`config.mk`:
```
export PLATFORM = sky130hd
export DESIGN_NAME = ncq_argmin
export DESIGN_NICKNAME = d
export VERILOG_FILES = /design/src/nearest_centroid_quantizer_3d_assert.svh /design/src/ncq_pkg.sv /design/src/ncq_argmin.sv
export SDC_FILE = /design/constraint.sdc
export NUM_CORES = 1
export LEC_CHECK = 0
export ABC_AREA = 1
export BUFFER_PORTS_ARGS = -buffer_cell sky130_fd_sc_hd__buf_2
export CAP_MARGIN = 15
export CORE_ASPECT_RATIO = 0.7
export CORE_MARGIN = 1.5
export CORE_UTILIZATION = 35
export DETAILED_ROUTE_END_ITERATION = 16
export PLACE_DENSITY = 0.56
export SETUP_SLACK_MARGIN = 0.05
export SLEW_MARGIN = 25
export SYNTH_ARGS = -nofsm -noshare
export SYNTH_HDL_FRONTEND = slang
export SYNTH_SLANG_ARGS = --single-unit
export TNS_END_PERCENT = 10
```
`constraint.sdc`:
```
create_clock -name clk -period 5.4 [get_ports clk]
set_clock_uncertainty 0.15 [all_clocks]
set_input_delay 0.81 -clock clk [delete_from_list [all_inputs] [get_ports clk]]
set_output_delay 0.81 -clock clk [all_outputs]
set_load 0.1 [all_outputs]
```
`src/nearest_centroid_quantizer_3d_assert.svh`:
```
// Assertion macros used by the quantizer top level.
`ifndef NEAREST_CENTROID_QUANTIZER_3D_ASSERT_SVH
`define NEAREST_CENTROID_QUANTIZER_3D_ASSERT_SVH

// Same-cycle implication, off during reset.
`define NCQ_ASSERT_IMP(lbl, clk, rst, ante, cons, msg) \
  lbl: assert property (@(posedge clk) disable iff (rst) (ante) |-> (cons)) \
    else $error(msg);

// Next-cycle implication, off during reset.
`define NCQ_ASSERT_NXT(lbl, clk, rst, ante, cons, msg) \
  lbl: assert property (@(posedge clk) disable iff (rst) (ante) |=> (cons)) \
    else $error(msg);

`endif

```
`src/ncq_pkg.sv`:
```
// Package: widths, centroid layout and compare helper for the quantizer.
package ncq_pkg;

  localparam int NUM_CENTROIDS = 14;
  localparam int NUM_AXES      = 3;
  localparam int NUM_COORDS    = 5;

  localparam int ACC_W  = 16;
  localparam int CFG_W  = 16;
  localparam int RAD_W  = ACC_W + 1;
  localparam int PROD_W = 34;
  localparam int DIFF_W = RAD_W + 1;
  localparam int SQ_W   = 2 * DIFF_W - 1;
  localparam int DIST_W = SQ_W + 1;
  localparam int IDX_W  = 4;

  localparam int IN_DATA_W  = 48;
  localparam int OUT_DATA_W = 8;

  // cos 45 degrees in Q0.16, and the rounding half for the >> 16
  localparam logic signed [RAD_W:0]    COS45_Q16  = 18'sd46341;
  localparam logic signed [PROD_W-1:0] ROUND_HALF = 34'sd32768;

  // Register indexes
  typedef enum logic [0:0] {
    REG_MAX_ACCEL = 1'b0,
    REG_MIN_ACCEL = 1'b1
  } cfg_reg_t;

  // Per-axis centroid coordinate: zero, +R, -R, +D, -D
  typedef enum logic [2:0] {
    AX_ZERO  = 3'd0,
    AX_POS_R = 3'd1,
    AX_NEG_R = 3'd2,
    AX_POS_D = 3'd3,
    AX_NEG_D = 3'd4
  } axis_code_t;

  localparam axis_code_t CENT_CODE [NUM_CENTROIDS][NUM_AXES] = '{
    '{AX_POS_R, AX_ZERO,  AX_ZERO },
    '{AX_POS_D, AX_ZERO,  AX_POS_D},
    '{AX_ZERO,  AX_ZERO,  AX_POS_R},
    '{AX_NEG_D, AX_ZERO,  AX_POS_D},
    '{AX_NEG_R, AX_ZERO,  AX_ZERO },
    '{AX_NEG_D, AX_ZERO,  AX_NEG_D},
    '{AX_ZERO,  AX_ZERO,  AX_NEG_R},
    '{AX_POS_D, AX_ZERO,  AX_NEG_D},
    '{AX_ZERO,  AX_POS_R, AX_ZERO },
    '{AX_ZERO,  AX_POS_D, AX_POS_D},
    '{AX_ZERO,  AX_NEG_D, AX_POS_D},
    '{AX_ZERO,  AX_NEG_R, AX_ZERO },
    '{AX_ZERO,  AX_NEG_D, AX_NEG_D},
    '{AX_ZERO,  AX_POS_D, AX_NEG_D}
  };

  // Pipeline control handed to the compare tree
  typedef struct packed {
    logic adv;
    logic valid;
  } pipe_ctrl_t;

  // One candidate: squared distance and centroid index
  typedef struct packed {
    logic [DIST_W-1:0] sq_dist;
    logic [IDX_W-1:0]  idx;
  } cand_t;

  // Keep the lower-index candidate a unless b is strictly closer
  function automatic cand_t pick(input cand_t a, input cand_t b);
    cand_t res;
    res = (b.sq_dist < a.sq_dist) ? b : a;
    return res;
  endfunction

endpackage

```
`src/ncq_argmin.sv`:
```
// Registered compare tree: 14 candidates down to the nearest index.
module ncq_argmin
  import ncq_pkg::*;
(
  input  logic                     clk,
  input  logic                     rst,
  input  pipe_ctrl_t               ctrl,
  input  logic [DIST_W-1:0]        dist_in [NUM_CENTROIDS],
  output logic                     out_valid,
  output logic [IDX_W-1:0]         out_idx
);

  cand_t t1_cand [7];
  cand_t t2_cand [4];
  cand_t t3_cand [2];
  logic  t1_valid;
  logic  t2_valid;
  logic  t3_valid;
  cand_t leaf [NUM_CENTROIDS];

  // Tag each distance with its index
  always_comb begin
    for (int k = 0; k < NUM_CENTROIDS; k++) begin
      leaf[k].sq_dist = dist_in[k];
      leaf[k].idx     = IDX_W'(k);
    end
  end

  // Advance valid bits
  always_ff @(posedge clk) begin
    if (rst) begin
      t1_valid  <= 1'b0;
      t2_valid  <= 1'b0;
      t3_valid  <= 1'b0;
      out_valid <= 1'b0;
    end else if (ctrl.adv) begin
      t1_valid  <= ctrl.valid;
      t2_valid  <= t1_valid;
      t3_valid  <= t2_valid;
      out_valid <= t3_valid;
    end
  end

  // Reduce 14 -> 7 -> 4 -> 2 -> 1, adjacent pairs so lower index wins ties
  always_ff @(posedge clk) begin
    if (ctrl.adv) begin
      for (int i = 0; i < 7; i++) begin
        t1_cand[i] <= pick(leaf[2*i], leaf[2*i+1]);
      end
      t2_cand[0] <= pick(t1_cand[0], t1_cand[1]);
      t2_cand[1] <= pick(t1_cand[2], t1_cand[3]);
      t2_cand[2] <= pick(t1_cand[4], t1_cand[5]);
      t2_cand[3] <= t1_cand[6];
      t3_cand[0] <= pick(t2_cand[0], t2_cand[1]);
      t3_cand[1] <= pick(t2_cand[2], t2_cand[3]);
      out_idx    <= pick(t3_cand[0], t3_cand[1]).idx;
    end
  end

endmodule

```
## Word-level counts from Yosys, hierarchy flattened

Memories as Yosys holds them, arrays and structs flattened.
Cells that the tools add are included.
Widths: inputs -> output; s select.

- Word-level logic and storage cells: 36
- Bits of input ports: 508
- Output and inout port bits: 5
- Memories kept: 3
- RAM bits: 520
- Flip-flop bits (word level): 8

Memory list:

| name | depth | bits a word | read ports | clocked after memory_dff | write ports | RTL line | RTL |
|---|---|---|---|---|---|---|---|
| t1_cand | 7 | 40 | 7 | 0 | 7 | ncq_argmin.sv:13 | `cand_t t1_cand [7];` |
| t2_cand | 4 | 40 | 4 | 0 | 4 | ncq_argmin.sv:14 | `cand_t t2_cand [4];` |
| t3_cand | 2 | 40 | 2 | 0 | 2 | ncq_argmin.sv:15 | `cand_t t3_cand [2];` |

- Mux-type cells: 15
- Order comparisons: 13

Operators with widths:

| operator | number |
|---|---|
| $mux 40 | 12 |
| $lt 36x36->1 | 13 |
| $mux 4 | 1 |
| $mux 1 | 2 |

## Depth between registers and ports, before layout

Gate-level depths: netlist (run 1).
An unclocked memory read counts as a cell.

- Depth in word-level cells: 3
- Depth in mapped cells: 16
- Mapped depth without buffers: 14

## Least setup slack after synthesis (run 1)

No wires, ideal clock.

- Kind: input -> register
- Start: input port dist_in[351] (netlist bit)
- End: memory t1_cand[2][10] (netlist bit), data pin
- Path buffers: 1
- Library setup time: 252 ps
- Required time: 4998 ps
- Path slack: 2886 ps
- Arrival time: 2112 ps
- Stages: 12
- Path through: inv_1 > ha_1 > a21o_1 > nor2_1 > nand2_1 > nand2_1 > nand2_1 > nor2_4 > nand2_8 > buf_6 > nand2_1 > nand2_1

RTL lines:

| element | RTL line | RTL |
|---|---|---|
| start: declaration | ncq_argmin.sv:8 | `input logic [DIST_W-1:0] dist_in [NUM_CENTROIDS],` |
| end: declaration | ncq_argmin.sv:13 |  |

==> results of run 1 <==
cells in the final DEF, fill, tap and decap left out, types with 7 or more instances in the layout:
cell,count
edfxtp_1,492
nand2_2,17
clkinv_1,12
buf_4,24
clkbuf_16,54
a21o_1,38
inv_1,637
nand3_1,457
nor2_2,21
a21oi_1,169
clkinv_2,8
nand2_8,7
o21ai_0,35
nor2_4,7
ha_1,455
nor2_1,171
bufinv_16,11
diode_2,8
nand2_1,1483
buf_2,511
synthesized netlist by cell type:
cell type / count / area [µm²]
a21boi_0: 4 / 30.03
a21boi_1: 1 / 7.510
a21o_1: 38 / 285.3
a21oi_1: 169 / 845.8
and2_1: 2 / 12.51
buf_2: 55 / 275.3
buf_4: 20 / 150.1
buf_6: 46 / 518.0
buf_8: 1 / 15.01
clkbuf_1: 1 / 3.750
dfxtp_1: 4 / 80.08
edfxtp_1: 492 / 14770
ha_1: 455 / 5693
inv_1: 637 / 2391
nand2_1: 1483 / 5567
nand2_2: 17 / 106.4
nand2_8: 7 / 140.1
nand3_1: 457 / 2287
nand4_1: 3 / 18.77
nor2_1: 175 / 656.9
nor2_2: 17 / 106.4
nor2_4: 7 / 78.83
o21ai_0: 35 / 175.2
o21ai_1: 4 / 20.02
area by class of cell:
class / count / area (µm²)
diodes: 8 / 20.02
clock buffers: 59 / 1370
clock inverters: 42 / 535.5
fillers: 9667 / 56680
inverters: 637 / 2391
multi-input cells: 2874 / 16040
flip-flops and latches: 496 / 14850
well taps: 1309 / 1638
repair buffers: 542 / 2873
routing by layer:
layer	share of wire	vias up	wire length, µm
met4	0.019	6	1843
met2	0.44	620	42720
li1	-	14350	-
met3	0.052	123	5085
met1	0.49	12800	48220
met5	0.00041	-	40
path summary, 6_finish.rpt:
path,to,slack (ns)
max,t2_cand[2][32],2.18
min,t2_valid,0.24
max reg2reg,t2_cand[2][32],2.18
min reg2reg,t2_cand[3][6],0.27
cells by family (layout without fill, tap and decap cells):
family / after synthesis / count (layout) / share of synthesized area
other: 0 / 8 / 0
buffers and inverters: 760 / 1280 / 0.09794
DFF: 496 / 496 / 0.4339
adders and majority gates: 455 / 455 / 0.1663
AOI/OAI and AO/OA: 251 / 251 / 0.03983
and+or+nand+nor: 2168 / 2168 / 0.2621
power groups by stage:
stage	Sequential, µW	Combinational (µW)	Clock [µW]
floorplan	5400	2440	0
global placement	5580	3430	0
detailed placement	5570	3490	0
CTS	5510	3510	4120
global route	5560	4050	4250
finish	5510	3470	4030
through the flow:
stage,setup WS [ns],cells
2_1_floorplan,2.886,4130
3_3_place_gp,1.359,5857
3_5_place_dp,1.665,5858
4_1_cts,2.218,5959
5_1_grt,1.967,5966
6_report,2.180,5967
sequential cells by signal (all words and copies together), names as in the netlist:
name       flops
out_idx        4
out_valid      1
t1_cand      259
t1_valid       1
t2_cand      151
t2_valid       1
t3_cand       78
t3_valid       1
==> results.sh, run 1 <==
export IMPL_status="finished clean"
export IMPL_switchingPower_uw=4309
export IMPL_rows=95
export IMPL_grt_pass1_wl_mm=149.0
export IMPL_cts_made_buffers=54
export IMPL_grt_total_usage=0.1923
export IMPL_power_density_nw_per_um2=327.2
export IMPL_syn_area_per_cell_um2=8.290
export IMPL_cts_setup_buffers=0
export IMPL_area_growth_pct=16.02
export IMPL_combPwrFrac=0.267
export IMPL_critical_path_top_delay_family="simple AND/OR/NAND/NOR gates"
export IMPL_cts_tree="done"
export IMPL_rsz0062_at_grt="false"
export IMPL_clkSinkCount=496
export IMPL_via_per_inst=4.677
export IMPL_fin_crit_sh=0.5963
export IMPL_grt_busiest_layer="met2"
export IMPL_start_util=0.3552
export IMPL_slew_viol_final=0
export IMPL_ant_nets=0
export IMPL_met1_usage=0.2851
export IMPL_slowest_delay_ns=0.45
export IMPL_setup_viol=0
export IMPL_ys_ff_latch=496
export IMPL_syn_inst=4130
export IMPL_gr_usage_met3=0.02939
export IMPL_power_frac_clock=0.310
export IMPL_p_int_uw=8690
export IMPL_htree_levels=2
export IMPL_io_pins=513
export IMPL_cp_max_fo=29
export IMPL_synth_nets=5093
export IMPL_crit_top_cell="nand2_1"
export IMPL_crit_cells=11
export IMPL_gp_congestion=0.8732
export IMPL_fin_crit_ns=3.220
export IMPL_cts_root_buf="clkbuf_16"
export IMPL_vias=27910
export IMPL_dp_hpwl_mm=76.71
export IMPL_r2r_start="t1_cand[5][35]"
export IMPL_min_from="rst"
export IMPL_cp_start_kind="flip-flop"
export IMPL_yosysWarnings=0
export IMPL_drv_cap=0
export IMPL_p_leak_uw=0.02098
export IMPL_netSwitchingFraction=0.3315
export IMPL_ctsResizeCount=0
export IMPL_grt_pass1_vias=26400
export IMPL_worstSetupStartpoint="t1_cand[5][35]"
export IMPL_grt_max_degree=112
export IMPL_dpl_cell_area_um2=37800
export IMPL_antenna_found_initial=12
export IMPL_critPathKind="flip-flop to flip-flop"
export IMPL_met2_usage=0.2928
export IMPL_fp_dieH_um=264.7
export IMPL_die_w_um=376.8
export IMPL_clk_path_buf_depth=3
export IMPL_finalInstanceArea_um2=39720
export IMPL_critical_path_cell_chain="ha_1 -> nand2_1 -> nor2_1 -> nand2_1 -> nor2_1 -> nand2_1 -> buf_4 -> nand2_1 -> buf_4 -> nand2_1 -> nand2_1"
export IMPL_setup_tns_ns=0
export IMPL_cp_arrival_ns=3.55
export IMPL_tightest_slew_ns=0.9703
export IMPL_reg2reg_depth=11
export IMPL_port_buffers=512
export IMPL_synth_yosys_seq_area_share=0.4339
export IMPL_drive_gt1_frac=0.1458
export IMPL_synth_area_um2=34240
export IMPL_overflow=0
export IMPL_drc=0
export IMPL_hold_depth=2
export IMPL_hold_slack_ns=0.2352
export IMPL_drt_first_pass_iters=5
export IMPL_path_buf_inv=2
export IMPL_hold_path_class="primary input to flip-flop"
export IMPL_final_util=0.4121
export IMPL_initialDrtViolationCount=1909
export IMPL_fp_coreArea_um2=96400
export IMPL_ctsHoldBuffers=0
export IMPL_ir_worst_vdd_uv=210.5
export IMPL_cp_required_ns=5.73
export IMPL_hold_viol=0
export IMPL_finalPower_uw=13000
export IMPL_clk_latency_ns=0.66
export IMPL_drt_wl_total_mm=97.91
export IMPL_end_kind="flip-flop"
export IMPL_path_clk_slew_ns=0.06
export IMPL_ys_types=24
export IMPL_clock_fmax_mhz=310.6
export IMPL_wire_per_inst_um=16.41
export IMPL_relSlewSlack=0.3516
export IMPL_finalNetCount=5568
export IMPL_dieArea_um2=99740
export IMPL_power_frac_seq=0.424
export IMPL_slowest_stage="nor2_1"
(Power assumes the default switching activity.)
==> run 2: changes to the inputs <==
Clock period 5.4 ns to 3 ns, I/O delays scaled along.
==> run 2 against run 1 <==
Via count increased by 8.0%. Combinational power increased by 100%. Clock-buffer cell count increased by 3. Register-to-register slack got worse by 2.0 ns. Critical path type is now primary input to flip-flop. Largest cell class unchanged. Largest power group unchanged.
==> results.sh, run 2 (synthesis results as in run 1) <==
export IMPL_layout_common_cells="nand2_1, inv_1, buf_2, edfxtp_1, nand3_1"
export IMPL_top_regs="t1_cand (259), t2_cand (151), t3_cand (78)"
export IMPL_drt_wl_total_mm=102.5
export IMPL_vias=30140
export IMPL_slowest_delay_ns=0.73
export IMPL_io_pins=513
export IMPL_tightest_slew_ns=1.005
export IMPL_crit_top_cell="nand2_1"
export IMPL_drive_gt1_frac=0.1431
export IMPL_hold_path_class="primary input to flip-flop"
export IMPL_cp_start_kind="primary input"
export IMPL_wire_per_inst_um=15.92
export IMPL_slew_viol_final=0
export IMPL_cp_arrival_ns=3.15
export IMPL_rows=95
export IMPL_grt_pass1_wl_mm=156.3
export IMPL_final_common_cell="nand2_1"
export IMPL_place_ws_ns=-0.3679
export IMPL_drc=0
export IMPL_final_util=0.4602
export IMPL_ant_nets=0
export IMPL_power_frac_seq=0.415
export IMPL_cts_made_buffers=55
export IMPL_num_fill_cells=9367
export IMPL_setup_viol=0
export IMPL_fin_crit_ns=2.954
export IMPL_status="finished clean"
export IMPL_drt_first_pass_iters=6
export IMPL_fp_dieH_um=264.7
export IMPL_dpl_cell_area_um2=38110
export IMPL_initialDrtViolationCount=1993
export IMPL_switchingPower_uw=7783
export IMPL_critPathKind="primary input to flip-flop"
export IMPL_clk_path_buf_depth=3
export IMPL_p_int_uw=15950
export IMPL_grt_max_degree=64
export IMPL_dieArea_um2=99740
export IMPL_clock_fmax_mhz=338.5
export IMPL_power_frac_clock=0.292
export IMPL_critical_path_cell_chain="dlygate4sd3_1 -> buf_2 -> ha_1 -> nand2_1 -> nor2_1 -> and2_1 -> nand3_1 -> nor2_2 -> nor2_4 -> nand2_8 -> nand2_1 -> nand2_1"
export IMPL_cts_root_buf="clkbuf_16"
export IMPL_hold_slack_ns=0.03654
export IMPL_power_density_nw_per_um2=535.0
export IMPL_die_w_um=376.8
export IMPL_path_clk_slew_ns=0.06
export IMPL_overflow=0
export IMPL_end_kind="flip-flop"
export IMPL_ir_worst_vdd_uv=402.6
export IMPL_largest_reg_flops=259
export IMPL_top_register="t1_cand"
export IMPL_finalInstanceArea_um2=44370
export IMPL_cp_max_fo=37
export IMPL_start_util=0.3552
export IMPL_clk_latency_ns=0.62
export IMPL_gp_congestion=0.8577
export IMPL_hold_viol=0
export IMPL_via_per_inst=4.678
export IMPL_slowest_stage="nor2_4"
export IMPL_combPwrFrac=0.293
export IMPL_htree_levels=2
export IMPL_grt_pass1_vias=28920
export IMPL_p_leak_uw=0.02295
export IMPL_netSwitchingFraction=0.3279
export IMPL_dp_hpwl_mm=76.60
export IMPL_relSlewSlack=0.3285
export IMPL_grt_total_usage=0.1995
export IMPL_finalNetCount=6028
export IMPL_port_buffers=512
export IMPL_fp_coreArea_um2=96400
export IMPL_rsz0062_at_grt="true"
export IMPL_clkSinkCount=496
export IMPL_antenna_found_initial=28
export IMPL_area_growth_pct=29.58
export IMPL_fin_ws_ns=0.04566
export IMPL_cp_required_ns=3.20
export IMPL_fin_crit_sh=0.9848
export IMPL_drv_cap=0
export IMPL_cts_tree="done"
-- run 2: changes by cell type in the layout (fill, tap and decap cells not counted), moves of 3 or more --
cell           delta
nor2_4            +7
buf_12            +7
buf_6             +5
bufinv_16         -3
dlygate4sd3_1   +417
nand2_2           +6
nor2_1            -4
buf_4            +26
clkinv_2          +3
nand2_1           -7
diode_2          +18
-- run 2: layout make-up --
class	count	area, µm²	area share
Tap cell	1309	1638	0.03692
Clock buffer	62	1424	0.03209
Clock inverter	37	400.4	0.009025
Multi-Input combinational cell	2878	16150	0.3641
Inverter	637	2391	0.05389
Sequential cell	496	14850	0.3348
Antenna cell	26	65.06	0.001467
Timing Repair Buffer	997	7438	0.1677
-- run 2: repair_timing --
| item | CTS | global route |
|---|---|---|
| gates cloned | 0 | 4 |
| setup buffers | 0 | 4 |
| endpoints found under the hold margin | 241 | 0 |
| gates resized for setup | 4 | 26 |
| hold buffers | 417 | 0 |
| pin swaps | 0 | 13 |
| endpoints found under the setup margin | 116 | 286 |
-- run 2: power by group through the flow --
stage	logic, µW	clock network, µW	registers [µW]
floorplan	4390	0	9730
global placement	6260	0	9990
detailed placement	6380	0	9970
CTS	6910	7150	9850
global route	8020	7420	9960
finish	6960	6940	9840
-- run 2: worst max-delay path, delay by kind of cell --
kind | cells | cell delay, ns
and+or+nand+nor | 9 | 1.73
buffers and inverters | 2 | 0.66
adders and majority gates | 1 | 0.29
-- run 2: path summary, 6_finish.rpt --
| kind | startpoint | to | slack [ns] | cells after the start |
|---|---|---|---|---|
| worst min register to register | t1_cand[6][12] | t2_cand[3][12] | 0.27 | 0 |
| worst max-delay path | dist_in[292] | t1_cand[2][26] | 0.05 | 12 |
| worst min-delay path | dist_in[437] | t1_cand[0][9] | 0.04 | 3 |
| worst max register to register | t1_cand[5][35] | t2_cand[2][0] | 0.22 | 12 |
-- run 2: per-stage QoR --
step                TNS (ns)  total power [µW]  instances
CTS                        0             23920       6407
finish                     0             23730       6442
floorplan                  0             14120       4130
global route          -3.813             25390       6441
detailed placement    -37.46             16350       5891
global placement      -33.78             16250       5891
-- run 2: per-layer routing --
layer,track usage,wire length [µm],up-vias
met5,0,13,-
met4,0.05602,2244,2
met3,0.03088,5672,126
met2,0.3110,45470,723
met1,0.2856,49140,13970
li1,-,-,15320
